`src/rtl/assert_macros.svh`:
```
// Assertion helpers used by the queue datapath
`ifndef ASSERT_MACROS_SVH
`define ASSERT_MACROS_SVH

`ifndef SYNTHESIS

// Check a property every clock, skipped while reset is high
`define DEQ_ASSERT(label, clk, rst, prop) \
   label: assert property (@(posedge clk) disable iff (rst) prop) \
      else $error("deque assertion failed");

// Check a property every clock, reset included
`define DEQ_ASSERT_ALWAYS(label, clk, prop) \
   label: assert property (@(posedge clk) prop) \
      else $error("deque assertion failed");

`else

`define DEQ_ASSERT(label, clk, rst, prop)
`define DEQ_ASSERT_ALWAYS(label, clk, prop)

`endif

`endif

```
`src/rtl/deq_pkg.sv`:
```
package deq_pkg;

   // Ring geometry
   localparam int CAPACITY = 16;
   localparam int PTR_W    = (CAPACITY > 1) ? $clog2(CAPACITY) : 1;
   localparam int CNT_W    = $clog2(CAPACITY + 1);
   localparam int SUM_W    = PTR_W + 1;
   localparam int DATA_W   = 32;

   typedef logic [PTR_W-1:0]         ptr_type;
   typedef logic [CNT_W-1:0]         cnt_type;
   typedef logic [SUM_W-1:0]         sum_type;
   typedef logic signed [DATA_W-1:0] data_type;
   typedef logic [2:0]               kind_type;
   typedef logic [2:0]               status_type;

   // Request kinds
   localparam kind_type KIND_PUSH_FRONT = 3'd0;
   localparam kind_type KIND_PUSH_REAR  = 3'd1;
   localparam kind_type KIND_POP_FRONT  = 3'd2;
   localparam kind_type KIND_POP_REAR   = 3'd3;
   localparam kind_type KIND_LIST       = 3'd4;

   // Response status codes
   localparam status_type ST_DONE      = 3'd0;
   localparam status_type ST_UNDERFLOW = 3'd1;
   localparam status_type ST_OVERFLOW  = 3'd2;
   localparam status_type ST_IGNORED   = 3'd3;
   localparam status_type ST_ELEMENT   = 3'd4;
   localparam status_type ST_EMPTY     = 3'd5;

   typedef enum logic [1:0] {
      S_IDLE,
      S_EXEC,
      S_LIST_RD,
      S_LIST_EMIT
   } state_type;

   // Controller to datapath commands
   typedef struct packed {
      logic latch;       // capture the accepted request
      logic exec;        // apply a single-result request and load its response
      logic list_start;  // clear the walk index
      logic list_read;   // read the slot under the walk index
      logic list_emit;   // load a listed element and advance the walk
   } ctrl_cmd_type;

   // Datapath to controller status
   typedef struct packed {
      logic halted;
      logic is_list;
      logic empty;
      logic out_free;
      logic walk_last;
   } dp_status_type;

   // Ring position of a + b, both below CAPACITY
   function automatic ptr_type ring_add(ptr_type a, ptr_type b);
      sum_type s;
      s = sum_type'(a) + sum_type'(b);
      if (s >= sum_type'(CAPACITY)) begin
         s = s - sum_type'(CAPACITY);
      end
      return s[PTR_W-1:0];
   endfunction

endpackage

```
`src/rtl/deq_req_if.sv`:
```
interface deq_req_if;
   logic                valid;
   logic                ready;
   deq_pkg::kind_type   kind;
   deq_pkg::data_type   value;

   modport source (output valid, output kind, output value, input ready);
   modport sink   (input valid, input kind, input value, output ready);
endinterface

```
`src/rtl/deq_rsp_if.sv`:
```
interface deq_rsp_if;
   logic                 valid;
   logic                 ready;
   deq_pkg::status_type  status;
   deq_pkg::data_type    element;
   logic                 last;

   modport source (output valid, output status, output element, output last, input ready);
   modport sink   (input valid, input status, input element, input last, output ready);
endinterface

```
`src/rtl/deq_ctrl.sv`:
```
module deq_ctrl (
   input  logic                   clock,
   input  logic                   reset,
   input  logic                   req_valid,
   output logic                   req_ready,
   input  deq_pkg::dp_status_type dp_status,
   output deq_pkg::ctrl_cmd_type  ctrl_cmd
);

   deq_pkg::state_type state_ff, state_in;

   // State register
   always_ff @(posedge clock) begin
      if (reset) begin
         state_ff <= deq_pkg::S_IDLE;
      end else begin
         state_ff <= state_in;
      end
   end

   // Next state and commands
   always_comb begin
      state_in  = state_ff;
      ctrl_cmd  = '0;
      req_ready = 1'b0;
      case (state_ff)
         deq_pkg::S_IDLE: begin
            req_ready = 1'b1;
            if (req_valid) begin
               ctrl_cmd.latch = 1'b1;
               state_in       = deq_pkg::S_EXEC;
            end
         end
         deq_pkg::S_EXEC: begin
            if (dp_status.out_free) begin
               if (!dp_status.halted && dp_status.is_list && !dp_status.empty) begin
                  ctrl_cmd.list_start = 1'b1;
                  state_in            = deq_pkg::S_LIST_RD;
               end else begin
                  ctrl_cmd.exec = 1'b1;
                  state_in      = deq_pkg::S_IDLE;
               end
            end
         end
         deq_pkg::S_LIST_RD: begin
            ctrl_cmd.list_read = 1'b1;
            state_in           = deq_pkg::S_LIST_EMIT;
         end
         deq_pkg::S_LIST_EMIT: begin
            if (dp_status.out_free) begin
               ctrl_cmd.list_emit = 1'b1;
               state_in = dp_status.walk_last ? deq_pkg::S_IDLE : deq_pkg::S_LIST_RD;
            end
         end
         default: begin
            state_in = deq_pkg::S_IDLE;
         end
      endcase
   end

endmodule

```
`src/rtl/deq_dp.sv`:
```
`include "assert_macros.svh"

module deq_dp (
   input  logic                   clock,
   input  logic                   reset,
   input  deq_pkg::kind_type      req_kind,
   input  deq_pkg::data_type      req_value,
   input  deq_pkg::ctrl_cmd_type  ctrl_cmd,
   output deq_pkg::dp_status_type dp_status,
   output logic                   rsp_valid,
   input  logic                   rsp_ready,
   output deq_pkg::status_type    rsp_status,
   output deq_pkg::data_type      rsp_element,
   output logic                   rsp_last
);

   // Element storage, contents undefined until written
   deq_pkg::data_type   slots_ff [deq_pkg::CAPACITY];
   deq_pkg::data_type   rd_data_ff;

   deq_pkg::kind_type   kind_ff;
   deq_pkg::data_type   value_ff;
   deq_pkg::ptr_type    head_ff, head_in;
   deq_pkg::cnt_type    fill_ff, fill_in;
   logic                halted_ff, halted_in;
   deq_pkg::ptr_type    walk_ff;

   logic                valid_ff, valid_in;
   deq_pkg::status_type status_ff, status_in;
   deq_pkg::data_type   element_ff, element_in;
   logic                last_ff, last_in;

   logic                full, empty, out_free, walk_last, load;
   logic                wr_en;
   deq_pkg::ptr_type    wr_addr, head_dec, head_inc;

   assign full      = (fill_ff == deq_pkg::cnt_type'(deq_pkg::CAPACITY));
   assign empty     = (fill_ff == '0);
   assign out_free  = !valid_ff || rsp_ready;
   assign walk_last = ((deq_pkg::cnt_type'(walk_ff) + deq_pkg::cnt_type'(1)) == fill_ff);
   assign load      = ctrl_cmd.exec || ctrl_cmd.list_emit;

   assign head_dec = (head_ff == '0) ? deq_pkg::ptr_type'(deq_pkg::CAPACITY - 1)
                                     : head_ff - deq_pkg::ptr_type'(1);
   assign head_inc = (head_ff == deq_pkg::ptr_type'(deq_pkg::CAPACITY - 1))
                     ? '0 : head_ff + deq_pkg::ptr_type'(1);

   // Latch the accepted request
   always_ff @(posedge clock) begin
      if (ctrl_cmd.latch) begin
         kind_ff  <= req_kind;
         value_ff <= req_value;
      end
   end

   // Apply single-result requests and build their response
   always_comb begin
      head_in    = head_ff;
      fill_in    = fill_ff;
      halted_in  = halted_ff;
      wr_en      = 1'b0;
      wr_addr    = head_dec;
      status_in  = deq_pkg::ST_DONE;
      element_in = '0;
      last_in    = 1'b1;
      if (ctrl_cmd.list_emit) begin
         status_in  = deq_pkg::ST_ELEMENT;
         element_in = rd_data_ff;
         last_in    = walk_last;
      end else if (halted_ff) begin
         status_in = deq_pkg::ST_IGNORED;
      end else begin
         case (kind_ff)
            deq_pkg::KIND_PUSH_FRONT: begin
               if (full) begin
                  status_in = deq_pkg::ST_OVERFLOW;
               end else begin
                  wr_en   = ctrl_cmd.exec;
                  wr_addr = head_dec;
                  head_in = head_dec;
                  fill_in = fill_ff + deq_pkg::cnt_type'(1);
               end
            end
            deq_pkg::KIND_PUSH_REAR: begin
               if (full) begin
                  status_in = deq_pkg::ST_OVERFLOW;
               end else begin
                  wr_en   = ctrl_cmd.exec;
                  wr_addr = deq_pkg::ring_add(head_ff, fill_ff[deq_pkg::PTR_W-1:0]);
                  fill_in = fill_ff + deq_pkg::cnt_type'(1);
               end
            end
            deq_pkg::KIND_POP_FRONT: begin
               if (empty) begin
                  status_in = deq_pkg::ST_UNDERFLOW;
                  halted_in = 1'b1;
               end else begin
                  head_in = head_inc;
                  fill_in = fill_ff - deq_pkg::cnt_type'(1);
               end
            end
            deq_pkg::KIND_POP_REAR: begin
               if (empty) begin
                  status_in = deq_pkg::ST_UNDERFLOW;
                  halted_in = 1'b1;
               end else begin
                  fill_in = fill_ff - deq_pkg::cnt_type'(1);
               end
            end
            deq_pkg::KIND_LIST: begin
               status_in = deq_pkg::ST_EMPTY;
            end
            default: begin
               status_in = deq_pkg::ST_DONE;
            end
         endcase
      end
   end

   // Ring state, updated only when a request executes
   always_ff @(posedge clock) begin
      if (reset) begin
         head_ff   <= '0;
         fill_ff   <= '0;
         halted_ff <= 1'b0;
      end else if (ctrl_cmd.exec) begin
         head_ff   <= head_in;
         fill_ff   <= fill_in;
         halted_ff <= halted_in;
      end
   end

   // Walk index for listings
   always_ff @(posedge clock) begin
      if (ctrl_cmd.list_start) begin
         walk_ff <= '0;
      end else if (ctrl_cmd.list_emit) begin
         walk_ff <= walk_ff + deq_pkg::ptr_type'(1);
      end
   end

   // Slot memory: one write port, one registered read port
   always_ff @(posedge clock) begin
      if (wr_en) begin
         slots_ff[wr_addr] <= value_ff;
      end
   end

   always_ff @(posedge clock) begin
      if (ctrl_cmd.list_read) begin
         rd_data_ff <= slots_ff[deq_pkg::ring_add(head_ff, walk_ff)];
      end
   end

   // Response register: load a new response, drop it once taken
   always_comb begin
      valid_in = valid_ff;
      if (load) begin
         valid_in = 1'b1;
      end else if (rsp_ready) begin
         valid_in = 1'b0;
      end
   end

   always_ff @(posedge clock) begin
      if (reset) begin
         valid_ff <= 1'b0;
      end else begin
         valid_ff <= valid_in;
      end
   end

   always_ff @(posedge clock) begin
      if (load) begin
         status_ff  <= status_in;
         element_ff <= element_in;
         last_ff    <= last_in;
      end
   end

   assign rsp_valid   = valid_ff;
   assign rsp_status  = status_ff;
   assign rsp_element = element_ff;
   assign rsp_last    = last_ff;

   assign dp_status.halted    = halted_ff;
   assign dp_status.is_list   = (kind_ff == deq_pkg::KIND_LIST);
   assign dp_status.empty     = empty;
   assign dp_status.out_free  = out_free;
   assign dp_status.walk_last = walk_last;

   `DEQ_ASSERT(a_fill_in_range, clock, reset, fill_ff <= deq_pkg::cnt_type'(deq_pkg::CAPACITY))
   `DEQ_ASSERT(a_halt_sticks, clock, reset, halted_ff |=> halted_ff)
   `DEQ_ASSERT(a_no_overwrite, clock, reset, (valid_ff && !rsp_ready) |-> !load)
   `DEQ_ASSERT(a_halted_ignores, clock, reset, (ctrl_cmd.exec && halted_ff) |=> (status_ff == deq_pkg::ST_IGNORED))

endmodule

```
`src/rtl/double_ended_queue_top.sv`:
```
// Channel  Port      Direction  Payload
// request  req_chan  in         kind, value
// response rsp_chan  out        status, element, last
//
// A push, pop or halted request is accepted, then executed into the response register.
// A listing is accepted and then started; each stored element is then read from the single slot
// memory into a read register and afterwards loaded into the response register.
// Reset is synchronous; it clears the ring pointers, the halt flag, the response valid flag and the control state only.
// Slot contents are not cleared. A new request is taken while a response waits to be collected;
// execution holds until the response register is free.
module double_ended_queue_top (
   input logic clock,
   input logic reset,
   deq_req_if.sink   req_chan,
   deq_rsp_if.source rsp_chan
);

   deq_pkg::ctrl_cmd_type  ctrl_cmd;
   deq_pkg::dp_status_type dp_status;
   logic                   req_ready;

   assign req_chan.ready = req_ready;

   deq_ctrl u_ctrl (
      .clock     (clock),
      .reset     (reset),
      .req_valid (req_chan.valid),
      .req_ready (req_ready),
      .dp_status (dp_status),
      .ctrl_cmd  (ctrl_cmd)
   );

   deq_dp u_dp (
      .clock       (clock),
      .reset       (reset),
      .req_kind    (req_chan.kind),
      .req_value   (req_chan.value),
      .ctrl_cmd    (ctrl_cmd),
      .dp_status   (dp_status),
      .rsp_valid   (rsp_chan.valid),
      .rsp_ready   (rsp_chan.ready),
      .rsp_status  (rsp_chan.status),
      .rsp_element (rsp_chan.element),
      .rsp_last    (rsp_chan.last)
   );

endmodule
```
`src/flat_wrapper.sv`:
```
// flat-port wrapper written by rule: the top's interface ports become plain ports
module double_ended_queue_top_flat 
  (clock, reset, req_chan_valid, req_chan_kind, req_chan_value, req_chan_ready, rsp_chan_valid, rsp_chan_status, rsp_chan_element, rsp_chan_last, rsp_chan_ready);
  deq_req_if req_chan_i ();
  deq_rsp_if rsp_chan_i ();
  input logic clock;
  input logic reset;
  input wire logic [$bits(req_chan_i.valid)-1:0] req_chan_valid;
  input wire logic [$bits(req_chan_i.kind)-1:0] req_chan_kind;
  input wire logic [$bits(req_chan_i.value)-1:0] req_chan_value;
  output wire logic [$bits(req_chan_i.ready)-1:0] req_chan_ready;
  output wire logic [$bits(rsp_chan_i.valid)-1:0] rsp_chan_valid;
  output wire logic [$bits(rsp_chan_i.status)-1:0] rsp_chan_status;
  output wire logic [$bits(rsp_chan_i.element)-1:0] rsp_chan_element;
  output wire logic [$bits(rsp_chan_i.last)-1:0] rsp_chan_last;
  input wire logic [$bits(rsp_chan_i.ready)-1:0] rsp_chan_ready;
  assign req_chan_i.valid = req_chan_valid;
  assign req_chan_i.kind = req_chan_kind;
  assign req_chan_i.value = req_chan_value;
  assign req_chan_ready = req_chan_i.ready;
  assign rsp_chan_valid = rsp_chan_i.valid;
  assign rsp_chan_status = rsp_chan_i.status;
  assign rsp_chan_element = rsp_chan_i.element;
  assign rsp_chan_last = rsp_chan_i.last;
  assign rsp_chan_i.ready = rsp_chan_ready;
  double_ended_queue_top u_core (.clock(clock), .reset(reset), .req_chan(req_chan_i), .rsp_chan(rsp_chan_i));
endmodule
```
`config.mk`:
```
export PLATFORM = sky130hd
export DESIGN_NAME = double_ended_queue_top_flat
export DESIGN_NICKNAME = d
export VERILOG_FILES = /design/src/rtl/deq_pkg.sv /design/src/rtl/deq_req_if.sv /design/src/rtl/deq_rsp_if.sv /design/src/rtl/deq_ctrl.sv /design/src/rtl/deq_dp.sv /design/src/rtl/double_ended_queue_top.sv /design/src/flat_wrapper.sv
export VERILOG_INCLUDE_DIRS = /design/src /design/src/rtl
export SDC_FILE = /design/constraint.sdc
export NUM_CORES = 1
export LEC_CHECK = 0
export ABC_AREA = 0
export BUFFER_PORTS_ARGS = -buffer_cell sky130_fd_sc_hd__buf_2
export CAP_MARGIN = 10
export CORE_UTILIZATION = 35
export CTS_CLUSTER_DIAMETER = 40
export CTS_CLUSTER_SIZE = 10
export DETAILED_ROUTE_END_ITERATION = 12
export PLACE_DENSITY = 0.55
export SLEW_MARGIN = 10
export SYNTH_ARGS = -nofsm -noshare
export SYNTH_HDL_FRONTEND = slang
export SYNTH_SLANG_ARGS = --single-unit
```
`constraint.sdc`:
```
create_clock -name clock -period 4.75 [get_ports clock]
set_input_delay 0.475 -clock clock [delete_from_list [all_inputs] [get_ports clock]]
set_output_delay 0.475 -clock clock [all_outputs]
set_load 0.005 [all_outputs]
```
# Word-level counts from Yosys, hierarchy flattened
# Memories as Yosys holds them, arrays and structs flattened. A register that Yosys moved wholly into a read port is not among the register bits.
# Cells that the tools add are included.
# word_totals
wordCells	109
ramBits	512
in_bits	39
regBits	88
n_memories	1
# mem_list
memory	depth	word_bits	rd	rd_clocked_by_memory_dff	write_ports	line	text
u_core.u_dp.slots_ff	16	32	1	1	1	deq_dp.sv:18	deq_pkg::data_type slots_ff [deq_pkg::CAPACITY];
# op_classes
bitwise_logic	2
muxes	46
n_reduce_logical	20
n_addsub	10
n_eq_ne	17
n_lt_le_gt_ge	2
# ops
cell	count
4-bit two-way mux	11
1-bit two-way mux	20
2-bit two-way mux	8
2-bit inequality test, second input constant	7
6-bit AND reduction	2
4-bit by 1-bit subtractor with 4-bit output, second input constant	3
4-bit by 4-bit adder with 5-bit output	2
5-bit greater-or-equal comparator, second input constant	2
5-bit two-way mux	2
5-bit one-hot mux with 2 select lines	1
3-bit one-hot mux with 3 select lines	1
4-bit by 1-bit adder with 4-bit output, second input constant	2
2-bit one-hot mux with 4 select lines	1
4-bit one-hot mux with 2 select lines	1
3-bit by 2-bit equality test with 1-bit output, second input constant	2
2-bit nonzero test	3
4-bit by 1-bit adder with 5-bit output, second input constant	1
5-bit by 1-bit adder with 5-bit output, second input constant	1
5-bit equality test	1
5-bit equality test, second input constant	1
5-bit logical NOT	1
5-bit by 1-bit subtractor with 5-bit output, second input constant	1
2-bit equality test, second input constant	2
4-bit equality test, second input constant	1
other kinds (14)	20

# Longest topological paths before layout
# Gate-level depths: netlist (run 1).
# depth
ltp_word	12
mapped_depth	9
depth_no_buf	8

# Modules after synthesis
# Synthesis (run 1) repeated with hierarchy kept, for this count alone.
# hier_totals
cells_unflattened	1136
hier_area_um2	24504.8
# modules_own_cells
mod	area_per_inst_um2	cells_per_inst	n_inst
deq_dp	24367.1	1120	1
deq_ctrl	137.6	16	1

# Worst setup path before layout (run 1)
# No wires, ideal clock.
# synth_timing
path_kind	reg2reg
from	reg u_core.u_dp.head_ff[0]
to	mem u_core.u_dp.slots_ff[12][0] (netlist name), enable pin
path_slack_ns	0.387
required_ns	4.289
arrival_ns	3.902
stages_incl_launch_ff	8
setup_time_ns	0.461
n_path_buf	0
cell_sequence	dfxtp_1 ha_1 inv_1 fa_1 xor2_1 nor3_1 o21ai_1 nor3_1
# synth_via
elab_chain_cells	7
elab_cells_between_ends	11
classes_between	add/sub: 3; order compare: 1; mux: 6; reduce/logical: 1
# synth_rtl
item	line	text
start, declared	deq_dp.sv:23	deq_pkg::ptr_type head_ff, head_in;
start signal, assigned	deq_dp.sv:127	head_ff <= head_in;
4-bit by 4-bit adder with 5-bit output	deq_pkg.sv:60	s = sum_type'(a) + sum_type'(b);
4-bit by 1-bit subtractor with 4-bit output or 5-bit greater-or-equal comparator (tied branches)	deq_pkg.sv:62, deq_pkg.sv:61	
4-bit two-way mux	deq_pkg.sv:61	if (s >= sum_type'(CAPACITY)) begin
4-bit two-way mux	deq_dp.sv:85	if (full) begin
4-bit two-way mux	--	
4-bit two-way mux	deq_dp.sv:70	end else if (halted_ff) begin
4-bit two-way mux (*)	deq_dp.sv:66	if (ctrl_cmd.list_emit) begin
end, declared	deq_dp.sv:18	
# Mark *: on every way between the ends. The rest lies on a longest branch, timed or not.

# Worst setup path in the final report (run 1)
# layout_timing
from	reg u_core.u_dp.head_ff[0]
to	mem u_core.u_dp.slots_ff[10][17] (netlist name), enable pin
# The elaborated chain is that of the path after synthesis.

==> summary.txt, run 1 <==
Run status
  – Outcome: complete, no violations

Global route
  – First-pass GRT wire length: 81.2 mm
  – Gr ovfl total: 0
  – Pin count of the biggest net entering global routing: 65
  – Number of global-route vias before repair: 12,800
  – Initial antenna violation count: 3
  – Overall Global Routing Usage: 0.155

Finish
  – Number of diodes: 0
  – Ratio of cells with drive above 1 in the final layout: 0.291
  – Final Non-Filler Cells: roughly 2,400
  – Fillers: 5,997
  – Area growth syn-to-layout: 21.5%
  – Area of the multi-input gates: 5400 µm²
  – Sequential cell area: 18,800 µm²
  – Fin nets: between 1,000 and 1,500

Clocking
  – # clock sinks: between 600 and 700
  – CTS Root Cell: clkbuf_16
  – Post_cts resized: 0
  – Hold Buf Count CTS: 15
  – TritonCTS Buffers: 95
  – TritonCTS clock tree: yes
  – H-tree depth: 3
  – # Post-CTS Setup Buffers: 0
  – Clk slew on worst S/H paths: about 0.05 ns
  – Clock Latency Late Sink: 0.63 ns
  – Clock Path Buffers: 3

STA
  – Tcrit/Tclk final: 0.698
  – Max-slew violations: 0
  – RSZ-0062 raised after global routing: false
  – Worst hold margin: around 0.036 ns
  – Setup ws final: 1.43 ns
  – Post-route setup TNS: 0 ns
  – Worst Clk Skew: about 0.021 ns
  – Min cycle time layout: 3.32 ns
  – Final hold vios: 0
  – Worst Tran Pin Value: 0.908 ns
  – Final setup viols: 0
  – Slew HR: 0.391
  – Fmax: 302 MHz

Synth
  – Post-Syn Nets: 1,259
  – Netlist cell types: 50
  – Seq/Total Area, Yosys: 0.772
  – Synth Warn #: 0
  – Post-synth EDFFs: around 620
  – Synth top area share: 0.758
  – Synth top cells by count: edfxtp_1, mux4_2, nand2_1
  – Synth Cell Area: 24,400 µm²
  – Post-synth top area cell: edfxtp_1
  – Top_reg_cell synth: edfxtp_1
  – Async set or reset register ratio after synthesis: 0
  – Synthesized area per cell: 20.2 µm²
  – Synth area leaders: edfxtp_1, mux4_2, dfxtp_1
  – Mapped Cells: 1,205
  – Number of synthesized register bits: 632
  – Most frequent cell after synthesis: edfxtp_1

Pwr
  – Power per Cell Area: 508 nW/µm²
  – Leakage: roughly 9.8 nW
  – Total power: ~15 mW
  – IR drop worst, VDD: roughly 270 µV

Setup path
  – Reg-to-reg endpoint: u_core.u_dp.slots_ff[10][17]
  – Critical R2R Launch: u_core.u_dp.head_ff[0]
  – Worst Reg-to-Reg Cells: 8
  – Crit path largest cell delay: about 0.67 ns
  – R2R Setup Slk: 1.43 ns
  – Critical Path Stages: 8
  – CP Max Fanout: 32
  – Kind of end point of the critical path: flop
  – CP bufs+invs: 2
  – Startpoint type of the worst setup path: flop
  – Worst path cell trace: ha_1, inv_1, fa_1, xor2_1, nor3_1, or3b_1, nor3_4, buf_4
  – CP arrival: 3.56 ns
  – Required @ worst endpoint: 5.00 ns
  – Slowest stage cell, crit path: or3b_1
  – Kind of critical path: flop to flop
  – Crit path max-delay family: simple AND/OR/NAND/NOR gates

Routing
  – Routed length on met3: 2.75 mm
  – DR vias: 12,000
  – Drt total wl: 53.4 mm
  – Antenna-violating nets left: 0
  – Routed wire length per instance: 22.4 µm
  – Via-per-instance ratio: 5.06
  – DR pass1 iterations: 5
  – Initial DRC count: 1,020
  – Met1 wire length: 23.6 mm
  – Top layer reached by signal wires: met4
  – DRC violations left: 0
  – Met2 Wirelength: between 20 and 30 mm

Run
  – Max cap viols: 0

Place
  – PortBufs: 76
  – Final RePlAce weighted congestion: 0.744
  – Total placed cells including tap cells: 2,193
  – Hpwl dp: between 20 and 30 mm
  – Place WS: around 1.4 ns

Worst hold path
  – WHS Path Cells: 1
  – Hold path endpoint: u_core.u_dp.value_ff[6]
  – Tightest Hold Check Type: input port to flop
  – Worst Hold Launch: req_chan_value[6]

Die
  – Die Ht: 266 µm
  – DIE AREA: 70,600 µm²
  – Core box area: 68,700 µm²
  – Width of the die: 266 µm
  – Site row count: 96
  – IO Pins: between 70 and 80
  – Initial core utilization: 0.355
==> through the flow <==
| stage | util | cell area (µm²) |
|---|---|---|
| 2_1_floorplan | - | 24400 |
| 3_3_place_gp | 0.381 | 26200 |
| 3_5_place_dp | 0.381 | 26200 |
| 4_1_cts | 0.430 | 29600 |
| 5_1_grt | 0.431 | 29600 |
| 6_report | 0.431 | 29600 |
==> worst register-to-register path, cell delays in order (launching register included) <==
cell     delay, ns
dfxtp_1       0.57
ha_1          0.25
inv_1         0.06
fa_1          0.42
xor2_1        0.14
nor3_1        0.07
or3b_1        0.67
nor3_4        0.21
buf_4         0.54
==> where the power goes <==
part,internal (mW),total (mW),switching [mW]
clock network,4.67,7.11,2.45
registers,6.25,6.35,0.105
logic,0.807,1.57,0.760
total,11.7,15.0,3.31
==> per-layer routing <==
| layer | vias up | track usage |
|---|---|---|
| li1 | 5291 | - |
| met3 | 83 | 0.0321 |
| met4 | 0 | 0.0449 |
| met1 | 6315 | 0.211 |
| met5 | - | 0 |
| met2 | 359 | 0.252 |
==> how the worst max path moves through the flow <==
stage	startpoint	endpoint	slack, ns
finish	u_core.u_dp.head_ff[0]	u_core.u_dp.slots_ff[10][17]	1.43
CTS	u_core.u_dp.head_ff[0]	u_core.u_dp.slots_ff[9][19]	1.41
floorplan	u_core.u_dp.head_ff[0]	u_core.u_dp.slots_ff[12][0]	0.39
global route	u_core.u_dp.head_ff[0]	u_core.u_dp.slots_ff[0][19]	1.26
global placement	u_core.u_dp.head_ff[0]	u_core.u_dp.slots_ff[9][15]	1.46
detailed placement	u_core.u_dp.head_ff[0]	u_core.u_dp.slots_ff[9][15]	1.40
==> cells in the final DEF, fill, tap and decap left out, drive strengths merged, types with 2 or more instances in the layout <==
cell type | netlist | routed
dlygate4sd3 | 0 | 16
xnor2 | 15 | 15
fa | 3 | 3
clkinv | 0 | 34
mux2i | 4 | 4
o21ai | 8 | 8
or4 | 2 | 2
edfxtp | 615 | 615
nand2 | 76 | 76
and3 | 33 | 33
o31ai | 2 | 2
xor2 | 6 | 6
mux2 | 3 | 3
mux4 | 128 | 128
buf | 23 | 117
nor2b | 5 | 5
a21o | 4 | 4
inv | 13 | 18
nand2b | 7 | 7
clkbuf | 37 | 110
dfxtp | 17 | 17
a211oi | 36 | 36
clkinvlp | 0 | 5
nand3 | 4 | 4
nor3 | 24 | 24
a31oi | 35 | 35
bufinv | 0 | 17
o311ai | 2 | 2
ha | 12 | 12
and2 | 34 | 34
nor2 | 30 | 30
nor3b | 2 | 2
a21oi | 15 | 15
==> registers in the layout, summed over array words and instances, names as in the netlist <==
signal,flops
u_core.u_dp.kind_ff,3
u_core.u_dp.walk_ff,4
u_core.u_dp.rsp_last,1
u_core.u_dp.fill_ff,5
u_core.u_ctrl.state_ff,2
u_core.u_dp.rd_data_ff,32
u_core.u_dp.rsp_valid,1
u_core.u_dp.halted_ff,1
u_core.u_dp.head_ff,4
u_core.u_dp.slots_ff,512
u_core.u_dp.value_ff,32
u_core.u_dp.rsp_status,3
u_core.u_dp.rsp_element,32
==> cell families after synthesis <==
| logic type | count (synthesis) | synth area share |
|---|---|---|
| buf+inv | 73 | 0.0127 |
| mux | 135 | 0.122 |
| xor+xnor | 21 | 0.00755 |
| flops | 632 | 0.772 |
| fa+ha+maj | 15 | 0.00863 |
| compound gates | 107 | 0.0291 |
| simple gates | 222 | 0.0478 |
==> final cells by class <==
cell class                 count  area share
sequential                   632       0.636
multi-input combinational    500       0.183
clock buffer                 110      0.0844
tap                          931      0.0394
timing repair buffer         133      0.0304
clock inverter                61      0.0258
inverter                      13     0.00165
Power figures use the tool's default switching activity.
==> inputs of run 2 (changes only) <==
==> constraint.sdc (replaced) <==
create_clock -name clock -period 3.4 [get_ports clock]
set_input_delay 0.34 -clock clock [delete_from_list [all_inputs] [get_ports clock]]
set_output_delay 0.34 -clock clock [all_outputs]
set_load 0.005 [all_outputs]
==> run 2 against run 1 <==
  * First-iteration DRC count down 8.3%
  * Flip-flop and latch count did not move
  * Global-route usage grew 1.2 points
  * Wire length up 7.4%
  * Register-to-register slack got worse by 1.2 ns
  * Cell count is 0.92% higher
  * Sequential share of layout area down 1.0 points
  * Sequential power increased by 40%
  * Non-clock buffer count rose by 31
  * Combinational power rose by 42%
  * Utilization up 0.70 points
  * Count of clock-buffer cells in the layout down 3
==> summary.txt, run 2 (synthesis gave the netlist of run 1 again) <==
STA
  – Post-route setup TNS: 0 ns
  – Worst Tran Pin Value: 1.07 ns
  – Final hold vios: 0
  – Setup ws final: 0.283 ns
  – Worst Clk Skew: 0.0166 ns
  – Min cycle time layout: 3.12 ns
  – Tcrit/Tclk final: 0.917
  – Final setup viols: 0
  – Slew HR: 0.283
  – Fmax: approximately 320 MHz
  – Max-slew violations: 0
  – RSZ-0062 raised after global routing: false
  – Worst hold margin: 0.0745 ns

Die
  – IO Pins: 77
  – Site row count: 96
  – Core box area: just under 70,000 µm²
  – DIE AREA: 70,600 µm²
  – Width of the die: 266 µm
  – Die Ht: approximately 270 µm
  – Initial core utilization: 0.355

Clocking
  – Clock Path Buffers: 3
  – Clk slew on worst S/H paths: 0.05 ns
  – # clock sinks: 632
  – H-tree depth: 3
  – TritonCTS clock tree: yes
  – Post_cts resized: 0
  – CTS Root Cell: clkbuf_16
  – Clock Latency Late Sink: 0.62 ns
  – TritonCTS Buffers: 94

Finish
  – Number of diodes: 0
  – Max reg flops: around 500
  – Commonest non-fill, non-tap cell in the layout: edfxtp_1
  – Cell area after layout: 30,100 µm²
  – Fin nets: 1,459
  – Ratio of cells with drive above 1 in the final layout: 0.292
  – Sequential cell area: 18,800 µm²
  – Area growth syn-to-layout: 23.4%
  – Fillers: 5,972
  – Most frequent cells in the layout: edfxtp_1, mux4_2, clkbuf_16
  – Area of the multi-input gates: 5400 µm²
  – Top reg by flops: u_core.u_dp.slots_ff

Pwr
  – Power per Cell Area: between 600 and 700 nW/µm²
  – Share of power burned in registers: 0.425
  – Comb pwr share: 0.107
  – IR drop worst, VDD: 386 µV
  – Sw Ratio: 0.220
  – Net Sw Power: between 4 and 5 mW
  – Power share of the clock group: 0.468
  – Int Power: 16.3 mW
  – Leakage: 10.0 nW
  – Total power: 20.9 mW

Place
  – Area after DPL: 26,500 µm²
  – Place WS: 0.295 ns
  – Hpwl dp: just over 30 mm
  – Final RePlAce weighted congestion: 0.757
  – PortBufs: 76

Worst hold path
  – Tightest Hold Check Type: input port to flop

Run
  – Max cap viols: 0

Global route
  – Number of global-route vias before repair: 13,100
  – First-pass GRT wire length: 85.7 mm
  – Initial antenna violation count: 0
  – Pin count of the biggest net entering global routing: between 60 and 70
  – Overall Global Routing Usage: 0.167
  – Gr ovfl total: 0

Routing
  – Routed wire length per instance: 23.9 µm
  – Initial DRC count: 935
  – Via-per-instance ratio: 5.10
  – DR vias: 12,300
  – Drt total wl: 57.3 mm
  – DR pass1 iterations: 4
  – Antenna-violating nets left: 0
  – DRC violations left: 0

Setup path
  – Kind of critical path: flop to flop
  – Required @ worst endpoint: 3.73 ns
  – Startpoint type of the worst setup path: flop
  – Kind of end point of the critical path: flop
  – CP Max Fanout: 24
  – CP arrival: 3.44 ns

Run status
  – Outcome: complete, no violations
[run 2: layer usage]
| metal | vias up | track usage | part of all wire |
|---|---|---|---|
| met2 | 339 | 0.272 | 0.48 |
| met5 | - | 0 | 0 |
| li1 | 5357 | - | - |
| met3 | 80 | 0.0312 | 0.051 |
| met4 | 0 | 0.0441 | 0.018 |
| met1 | 6476 | 0.230 | 0.45 |
[run 2: power groups by stage]
stage / clock, mW / sequential, mW / combinational, mW
after floorplan: 0 / 8.96 / 1.70
after global placement: 0 / 9.00 / 2.24
after detailed placement: 0 / 9.02 / 2.25
after CTS: 9.94 / 8.86 / 2.29
after global routing: 10.3 / 8.88 / 2.45
final: 9.76 / 8.87 / 2.23
[run 2: final cells by class]
type                            instances  share of cell area
Clock inverter                         55              0.0229
Sequential cell                       632               0.626
Tap cell                              931              0.0387
Timing Repair Buffer                  164              0.0484
Inverter                               13             0.00162
Clock buffer                          107              0.0830
Multi-Input combinational cell        500               0.180
[run 2: per-stage QoR]
step / std cells / utilization
floorplan: 1205 / -
global placement: 2205 / 0.386
detailed placement: 2205 / 0.386
CTS: 2402 / 0.438
global route: 2402 / 0.438
finish: 2402 / 0.438
[run 2: repair_timing]
action,CTS,global route
endpoints found under the hold margin,35,0
hold buffers,35,0
setup buffers,0,0
endpoints found under the setup margin,0,0
[run 2: critical path, cell delays in order, from the launching register on]
cell      delay [ns]
dfxtp_1         0.56
ha_4            0.20
inv_1           0.05
fa_4            0.92
buf_12          0.23
mux4_2          0.31
and2_1          0.17
a211oi_1        0.27
a31oi_1         0.11
[run 2: path summary, 6_finish.rpt]
kind	end	cells past startpoint	from	slack (ns)
worst max-delay path	u_core.u_dp.rd_data_ff[16]	8	u_core.u_dp.head_ff[0]	0.28
worst min-delay path	u_core.u_dp.fill_ff[0]	2	reset	0.07
worst max register to register	u_core.u_dp.rd_data_ff[16]	8	u_core.u_dp.head_ff[0]	0.28
worst min register to register	u_core.u_dp.rsp_element[7]	1	u_core.u_dp.rd_data_ff[7]	0.54
